<file path="src/lpe_pkg.sv">
// Shared constants, types and helpers of the Legendre/Lobatto evaluator.
package lpe_pkg;

	// Fixed-point format and field widths.
	localparam int FRAC_BITS = 30;
	localparam int MAX_DEGREE_DEF = 63;
	localparam int DEG_W = 6;
	localparam logic [DEG_W-1:0] DEG_RESET = DEG_W'(4);
	localparam int POINT_W = 32;
	localparam int LV_W = 32;
	localparam int QV_W = 33;
	localparam int QD_W = 38;

	// Step counter holds k up to degree + 1.
	localparam int K_W = DEG_W + 1;

	// Datapath widths: magnitude of a value in [-1, 1], the product x * L,
	// the recurrence numerator, its magnitude and the reciprocal product.
	localparam int LM_W = LV_W - 1;
	localparam int XP_W = 2 * LM_W;
	localparam int NUM_W = FRAC_BITS + 9;
	localparam int MAG_W = NUM_W - 1;
	localparam int LO_W = 32;
	localparam int HI_W = MAG_W - LO_W;
	localparam int RCP_W = FRAC_BITS;
	localparam int PROD_W = MAG_W + RCP_W;

	localparam longint ONE = longint'(1) << FRAC_BITS;
	localparam longint HALF = longint'(1) << (FRAC_BITS - 1);

	// Sequencer states.
	typedef enum logic [2:0] {
		ST_IDLE,
		ST_MX,
		ST_TERM,
		ST_NUM,
		ST_RMUL,
		ST_RND,
		ST_OUT
	} state_t;

	// Commands from the controller to the datapath.
	typedef struct packed {
		logic             load;
		logic             mul_x;
		logic             term;
		logic             num;
		logic             mul_r;
		logic             round;
		logic             last;
		logic             emit;
		logic [K_W-1:0]   k;
		logic [DEG_W-1:0] n;
	} cmd_t;

	// Status from the datapath to the controller.
	typedef struct packed {
		logic out_free;
	} sts_t;

	// Largest degree that the degree register can actually select.
	function automatic int eff_max(input int max_degree);
		int lim;
		lim = (1 << DEG_W) - 1;
		return (max_degree < lim) ? max_degree : lim;
	endfunction

endpackage

</file>
<file path="src/lpe_ctrl.sv">
// Controller: degree register, step counter and the recurrence sequencer.
module lpe_ctrl #(
	parameter int MAX_DEGREE = lpe_pkg::MAX_DEGREE_DEF
) (
	input  logic                      clk,
	input  logic                      arst_n,
	input  logic                      cfg_we,
	input  logic [lpe_pkg::DEG_W-1:0] cfg_wdata,
	input  logic                      in_valid,
	output logic                      in_ready,
	input  lpe_pkg::sts_t             sts,
	output lpe_pkg::cmd_t             cmd
);

	localparam int NMAX = lpe_pkg::eff_max(MAX_DEGREE);

	lpe_pkg::state_t state_q, state_d;
	logic [lpe_pkg::DEG_W-1:0] deg_q;
	logic [lpe_pkg::DEG_W-1:0] n_q;
	logic [lpe_pkg::DEG_W-1:0] n_eff;
	logic [lpe_pkg::K_W-1:0]   k_q;
	logic                      last;
	logic                      accept;

	assign accept = in_valid && in_ready;
	assign last = (k_q == ({1'b0, n_q} + lpe_pkg::K_W'(1)));

	// Degree zero acts as one, degrees past the limit act as the limit.
	always_comb begin
		priority if (deg_q == '0) begin
			n_eff = lpe_pkg::DEG_W'(1);
		end else if (deg_q > lpe_pkg::DEG_W'(NMAX)) begin
			n_eff = lpe_pkg::DEG_W'(NMAX);
		end else begin
			n_eff = deg_q;
		end
	end

	// Configuration register.
	always_ff @(posedge clk or negedge arst_n) begin
		if (!arst_n) begin
			deg_q <= lpe_pkg::DEG_RESET;
		end else if (cfg_we) begin
			deg_q <= cfg_wdata;
		end
	end

	// State, degree of the running transaction and step index k.
	always_ff @(posedge clk or negedge arst_n) begin
		if (!arst_n) begin
			state_q <= lpe_pkg::ST_IDLE;
			n_q <= lpe_pkg::DEG_W'(1);
			k_q <= lpe_pkg::K_W'(2);
		end else begin
			state_q <= state_d;
			if (accept) begin
				n_q <= n_eff;
				k_q <= lpe_pkg::K_W'(2);
			end else if (state_q == lpe_pkg::ST_RND && !last) begin
				k_q <= k_q + lpe_pkg::K_W'(1);
			end
		end
	end

	// Next state: five states per recurrence step, then the result hand-off.
	always_comb begin
		state_d = state_q;
		unique case (state_q)
			lpe_pkg::ST_IDLE: begin
				if (in_valid) state_d = lpe_pkg::ST_MX;
			end
			lpe_pkg::ST_MX:   state_d = lpe_pkg::ST_TERM;
			lpe_pkg::ST_TERM: state_d = lpe_pkg::ST_NUM;
			lpe_pkg::ST_NUM:  state_d = lpe_pkg::ST_RMUL;
			lpe_pkg::ST_RMUL: state_d = lpe_pkg::ST_RND;
			lpe_pkg::ST_RND: begin
				state_d = last ? lpe_pkg::ST_OUT : lpe_pkg::ST_MX;
			end
			lpe_pkg::ST_OUT: begin
				if (sts.out_free) state_d = lpe_pkg::ST_IDLE;
			end
			default: state_d = lpe_pkg::ST_IDLE;
		endcase
	end

	// Command decode.
	always_comb begin
		in_ready = 1'b0;
		cmd = '0;
		cmd.k = k_q;
		cmd.n = n_q;
		cmd.last = last;
		unique case (state_q)
			lpe_pkg::ST_IDLE: begin
				in_ready = 1'b1;
				cmd.load = in_valid;
			end
			lpe_pkg::ST_MX:   cmd.mul_x = 1'b1;
			lpe_pkg::ST_TERM: cmd.term = 1'b1;
			lpe_pkg::ST_NUM:  cmd.num = 1'b1;
			lpe_pkg::ST_RMUL: cmd.mul_r = 1'b1;
			lpe_pkg::ST_RND:  cmd.round = 1'b1;
			lpe_pkg::ST_OUT:  cmd.emit = sts.out_free;
			default: ;
		endcase
	end

endmodule

</file>
<file path="config.mk">
export PLATFORM = sky130hd
export DESIGN_NAME = lpe_ctrl
export DESIGN_NICKNAME = d
export VERILOG_FILES = /design/src/lpe_pkg.sv /design/src/lpe_ctrl.sv
export SDC_FILE = /design/constraint.sdc
export NUM_CORES = 1
export LEC_CHECK = 0
export ABC_AREA = 1
export BUFFER_PORTS_ARGS = -buffer_cell sky130_fd_sc_hd__buf_2
export CAP_MARGIN = 10
export CORE_ASPECT_RATIO = 1.2
export CORE_UTILIZATION = 42
export CTS_BUF_LIST = sky130_fd_sc_hd__clkbuf_16
export CTS_CLUSTER_SIZE = 14
export DETAILED_ROUTE_END_ITERATION = 8
export GPL_ROUTABILITY_DRIVEN = 1
export PLACE_DENSITY = 0.65
export REMOVE_ABC_BUFFERS = 1
export SLEW_MARGIN = 20
export SYNTH_ARGS = -nofsm -noshare
export SYNTH_HDL_FRONTEND = slang
export SYNTH_SLANG_ARGS = --single-unit
</file>
<file path="constraint.sdc">
create_clock -name clk -period 2.03 [get_ports clk]
set_input_delay 0.406 -clock clk [delete_from_list [all_inputs] [get_ports clk]]
set_output_delay 0.406 -clock clk [all_outputs]
set_load 0.01 [all_outputs]
</file>
==> results of run 1 <==
==> flip-flops by register name (all words and copies together), names as in the netlist <==
| signal | cells |
|---|---|
| n_q | 6 |
| k_q | 7 |
| deg_q | 6 |
| state_q | 3 |
==> routing by layer <==
metal  global-route usage (%)  vias up
met3                     2.62        2
met2                     31.5       27
met1                     25.5      604
li1                         -      681
met5                        0        -
met4                     4.81        0
==> metrics by stage <==
stage          setup TNS [ns]  worst slack (ns)
2_1_floorplan               0             0.227
3_3_place_gp                0             0.171
3_5_place_dp                0             0.161
4_1_cts                     0          0.000143
5_1_grt                -0.136            -0.111
6_report              -0.0124           -0.0124
==> final timing paths <==
check                           end  slack, ns  cells after the start
max                         cmd[14]      -0.01                      9
min                          n_q[4]       0.11                      1
max reg2reg                  k_q[6]       0.10                     13
min reg2reg                deg_q[0]       0.52                      2
max in group asynchronous    n_q[0]       1.56                      1
min in group clk           deg_q[0]       0.36                      3
==> worst max-delay path, stage by stage (launching register included) <==
cell and delay, ns:
dfstp_2 0.56, ha_4 0.20, nand2_2 0.06, nand2_1 0.05
nor2_1 0.10, nand2_1 0.07, nor2_2 0.14, nand2_4 0.06
inv_2 0.06, buf_6 0.09
==> layout by cell type (no fill, tap or decap), types with 2 or more instances in the layout <==
master	instances
nor3_1	4
xor2_1	4
nor2_2	2
or2_2	2
clkbuf_16	3
dfrtp_1	19
buf_6	2
inv_1	32
nand2_1	63
dfstp_2	3
nand2_2	2
nand3b_1	2
o21ai_0	13
nand3_4	2
buf_4	8
buf_2	31
nand3_1	12
nor2_1	6
nand4_1	8
==> area by class of cell <==
type / count / area (sq um) / share of cell area [%]
clock buffer: 3 / 75.1 / 4.26
clock inverter: 1 / 30.0 / 1.70
inverter: 33 / 124 / 7.03
multi-input combinational: 130 / 696 / 39.5
sequential: 22 / 554 / 31.5
tap: 36 / 45.0 / 2.56
timing repair buffer: 41 / 238 / 13.5
==> what timing repair did <==
action / CTS / global route
endpoints found under the setup margin: 1 / 1
pin swaps: 5 / 4
setup buffers: 5 / 1
gates resized for setup: 6 / 3
==> cells by family after synthesis <==
kind of cell | count (synthesis)
AND/OR/NAND/NOR | 107
buffers and inverters | 38
flip-flops | 22
AO/OA/AOI/OAI | 16
XOR/XNOR | 5
adder cells (fa/ha/maj) | 2
==> power by group <==
| group | internal (mW) | switching [mW] |
|---|---|---|
| sequential | 0.559 | 0.165 |
| combinational | 0.434 | 0.561 |
| clock | 0.391 | 0.154 |
| total | 1.38 | 0.880 |
==> synth_stat cells (2+ instances only) <==
library cell  number
nand3_1           12
buf_2              2
o21ai_0           13
ha_1               2
inv_1             32
nand2_1           65
xor2_1             4
buf_4              2
nand4_1            8
nor2_2             2
or2_2              2
dfrtp_1           19
nand3b_1           2
nor3_1             4
nand3_2            2
dfstp_2            3
nor2_1             6
nand2_4            2
==> reports/metrics.csv, run 1 <==
metric,value,unit
vias,1314,
Setup CP Type,register to output port,
DP Cell Count,256,
DRC violations left,0,
final worst-path cycle share,101,%
Die Span Y,64.4,um
routed metal-1 wire length,1.41,mm
"top cells by area, synth","dfrtp_1, nand2_1, inv_1",
Final Hold Fails,0,
"Setup violations, final",1,
hold slack,0.114,ns
largest net degree at the start of global routing,25,
fraction of the mapped netlist area in adder cells,1.84,%
Layout area overhead,29.4,%
Antenna Cells,0,
Met2 Wirelength,1.41,mm
initial antenna violation count,0,
"Slew Viols, Final",0,
Mapped Area,0.00136,sq mm
Initial DRT Pass Iterations,4,
post-route insts no fill,266,
"Clk pin slew, worst setup/hold paths",0.06,ns
Worst setup EP type,output port,
Yosys cell types,26,
Finished Cell Area,0.00176,sq mm
Root Driver,clkbuf_16,
TritonCTS Buffers,3,
crit path launch,n_q[0],
Die Wd,54.0,um
first-pass GRT wire length,4.91,mm
Rel. slew slack,67.1,%
RR Startpoint,n_q[0],
largest family of logic cells by synthesized area,simple AND/OR/NAND/NOR gates,
share of post-route cells with drive strength above 1,26.5,%
syn avg cell area,7.16,sq um
startpoint types,register,
Worst Path Required,1.62,ns
slew at the pin closest to its max-slew limit,0.494,ns
PnR worst setup slack,-0.0124,ns
fillcell total,301,
crit-path max FO,2,
max_cap viols,0,
fmax,0.490,GHz
Compound-Gate Fraction of Synth Area,6.16,%
status,finished with violations,
Initial Util,44.2,%
Total Power,2.26,mW
WL final,2.93,mm
sequential area share after synthesis,40.7,%
worst skew pair latency,0.25,ns
min-delay worst type,input pin to asynchronous set/reset pin,
Synth async-reset ratio,100,%
Synth Area in XOR/XNOR,3.22,%
Leakage,0.999,nW
TritonCTS clock tree,built,
DR top layer,met4,
post-synthesis mux area share,0,%
placer congestion estimate,0.797,
net total in the final layout,244,
via/cell ratio,4.94,
Simple-Gate Fraction of Synth Area,36.9,%
final antenna-violating net count,0,
met3 routed WL,92,um
H-Tree Depth,1,
Syn Inst Count,190,
DP HPWL,2.10,mm
Congestion Overflow GR,0,
Avg WL per Cell,11.0,um
placed cell areas,0.00156,sq mm
Post-synth EDFFs,0,
violated checks,setup timing,
#FFs+latches synth,22,
P per Cell Area,1280,mW/mm^2
post-layout util,57.1,%
unrepaired setup endpoints after global routing,yes,
top_reg_cell synth,dfrtp_1,
crit path DAT,1.64,ns
Core ar.,0.00308,sq mm
# rows,22,
vias in the first global route,1139,
GRT Total Usage,19.0,%
Buffers on Ports,32,
# IOs,33,
Hold Buf Count CTS,0,
clock skew,0.00488,ns
CTS Buffer Depth,2,
minimum clock period,2.04,ns
1st-iter DRT viols,35,
post-synth top area cell,dfrtp_1,
Synth top area share,34.9,%
die area,0.00347,sq mm
CTS sink count,22,
Peak supply drop,769,uV
Yosys warnings,0,
(Power assumes the default switching activity.)
==> inputs of run 2 (changes only) <==
==> constraint.sdc (replaced) <==
create_clock -name clk -period 2.03 [get_ports clk]
set_input_delay 0 -clock clk [delete_from_list [all_inputs] [get_ports clk]]
set_output_delay 0 -clock clk [all_outputs]
set_load 0.01 [all_outputs]
==> run 2 against run 1 <==
  * The flow now finishes without violations
  * Final cell count down 0.38%
  * Routed wire length down 0.82%
  * Final area down 2.3%
  * Clock power down 0.9%
  * Global-route usage up 0.68 points
  * Clock-buffer cell count unchanged
  * Fmax up 13%
  * Combinational power down 17%
  * Non-clock buffer count down 1
  * Via count down 2.9%
  * Register-to-register slack better by 0.23 ns
  * Worst setup slack better by 0.23 ns
==> reports/metrics.csv, run 2 (synthesized netlist as in run 1, its figures left out) <==
metric,value,unit,change
status,"complete, no violations",,
net total in the final layout,243,,-0.41%
TritonCTS Buffers,3,,unchanged
"Slew Viols, Final",0,,unchanged
Worst Path Required,2.03,ns,+0.41 ns
H-Tree Depth,1,,unchanged
Initial DRT Pass Iterations,4,,unchanged
GRT Total Usage,19.7,%,+0.68 points
DP Cell Count,254,,-0.78%
"leading cell type in the layout, fill and taps excluded",nand2_1,,
WL final,2.90,mm,-0.82%
Avg WL per Cell,11.0,um,-0.45%
final worst-path cycle share,89.3,%,-11 points
minimum clock period,1.81,ns,-0.230 ns
unrepaired setup endpoints after global routing,no,,
vias in the first global route,1157,,+1.6%
die area,0.00347,sq mm,unchanged
worst skew pair latency,0.25,ns,about the same
TritonCTS clock tree,built,,
# rows,22,,unchanged
Congestion Overflow GR,0,,unchanged
Finished Cell Area,0.00172,sq mm,-2.3%
CTS sink count,22,,unchanged
placer congestion estimate,0.867,,+8.7%
DR top layer,met4,,
largest net degree at the start of global routing,26,,+4.0%
slew at the pin closest to its max-slew limit,0.479,ns,-0.0154 ns
R2R cell count,10,,-3
Buffers on Ports,32,,unchanged
hold slack,0.0437,ns,-0.0705 ns
Total Power,2.08,mW,-7.9%
"Setup violations, final",0,,-1
final antenna-violating net count,0,,unchanged
Root Driver,clkbuf_16,,
crit path DAT,1.81,ns,+0.17 ns
first-pass GRT wire length,5.10,mm,+3.8%
vias,1276,,-2.9%
Setup CP Type,register to output port,,
share of post-route cells with drive strength above 1,21.8,%,-4.7 points
crit-path max FO,9,,+7
Core ar.,0.00308,sq mm,unchanged
post-route insts no fill,265,,-0.38%
Peak supply drop,862,uV,+12%
routed metal-1 wire length,1.40,mm,-0.36%
DRC violations left,0,,unchanged
initial antenna violation count,0,,unchanged
most flop-heavy register,k_q,,
Resize count post-CTS,0,,-6
fmax,0.552,GHz,+13%
max_cap viols,0,,unchanged
met3 routed WL,84,um,-8.7%
Met2 Wirelength,1.40,mm,-0.99%
min-delay worst type,input pin to register,,
clock skew,0.00313,ns,-0.00175 ns
Die Wd,54.0,um,unchanged
Leakage,0.988,nW,-1.1%
startpoint types,register,,
"Clk pin slew, worst setup/hold paths",0.06,ns,about the same
Antenna Cells,0,,unchanged
final setup TNS,0,ns,+0.0124 ns
Layout area overhead,26.4,%,
Final Hold Fails,0,,unchanged
placed cell areas,0.00155,sq mm,-0.96%
biggest regs,"k_q: 7 flops, deg_q: 6 flops, n_q: 6 flops",,
Worst setup EP type,output port,,
CTS Buffer Depth,2,,unchanged
P per Cell Area,1210,mW/mm^2,-5.7%
# IOs,33,,unchanged
Die Span Y,64.4,um,unchanged
most frequent cells in the layout,"nand2_1, inv_1, buf_2, dfrtp_1, o21ai_0",,
Hold Path Depth,2,,
1st-iter DRT viols,30,,-14%
Rel. slew slack,68.1,%,+1.0 points
via/cell ratio,4.82,,-2.5%
Largest register FFs,7,,unchanged
worst reg2reg setup slack,0.33,ns,+0.23 ns
DP HPWL,2.14,mm,+2.0%
Initial Util,44.2,%,unchanged
==> run 2: cell types whose count changed in the layout (fill, tap and decap cells not counted), sizes merged <==
cell,before,now
buf,41,33
dlygate4sd3,0,7
==> run 2: routing by layer <==
metal | track usage [%] | vias up
met5 | 0 | -
li1 | - | 677
met3 | 2.62 | 2
met2 | 31.9 | 21
met4 | 5.77 | 0
met1 | 26.7 | 576
==> run 2: layout make-up <==
type                            instances  area, sq um
Fill cell                             293         1360
Clock buffer                            3         75.1
Inverter                               33          124
Timing Repair Buffer                   40          238
Multi-Input combinational cell        130          654
Tap cell                               36         45.0
Clock inverter                          1         30.0
Sequential cell                        22          554
==> run 2: worst paths after layout <==
path | from | end
worst max-delay path | n_q[0] | cmd[14]
worst max register to register | n_q[0] | k_q[3]
min in group asynchronous | arst_n | deg_q[1]
max in group asynchronous | arst_n | n_q[0]
worst min register to register | n_q[0] | n_q[0]
worst min-delay path | cfg_we | deg_q[2]
==> run 2: critical path: stages, from the launching register on <==
cell and delay (ns):
dfstp_2 0.58, ha_1 0.25, nand2_1 0.07, nand2_1 0.05
nor2_1 0.11, nand2_1 0.07, nor2_2 0.14, nand2_4 0.12
inv_2 0.07, buf_2 0.12
==> run 2: what timing repair did <==
action | CTS | global route
hold buffers | 7 | 0
endpoints found under the setup margin | 0 | 1
buffers inserted | 0 | 0
endpoints found under the hold margin | 25 | 0
==> run 2: power by group <==
group	internal [mW]	switching (mW)	leakage [nW]
Sequential	0.559	0.162	0.276
Combinational	0.333	0.490	0.660
Clock	0.391	0.149	0.0511
Total	1.28	0.801	0.988
==> run 2: stage by stage <==
step	worst slack, ns	utilization [%]
5_1_grt	0.00295	55.8
4_1_cts	0.168	55.8
2_1_floorplan	0.413	-
3_3_place_gp	0.317	50.1
3_5_place_dp	0.301	50.1
6_report	0.217	55.8
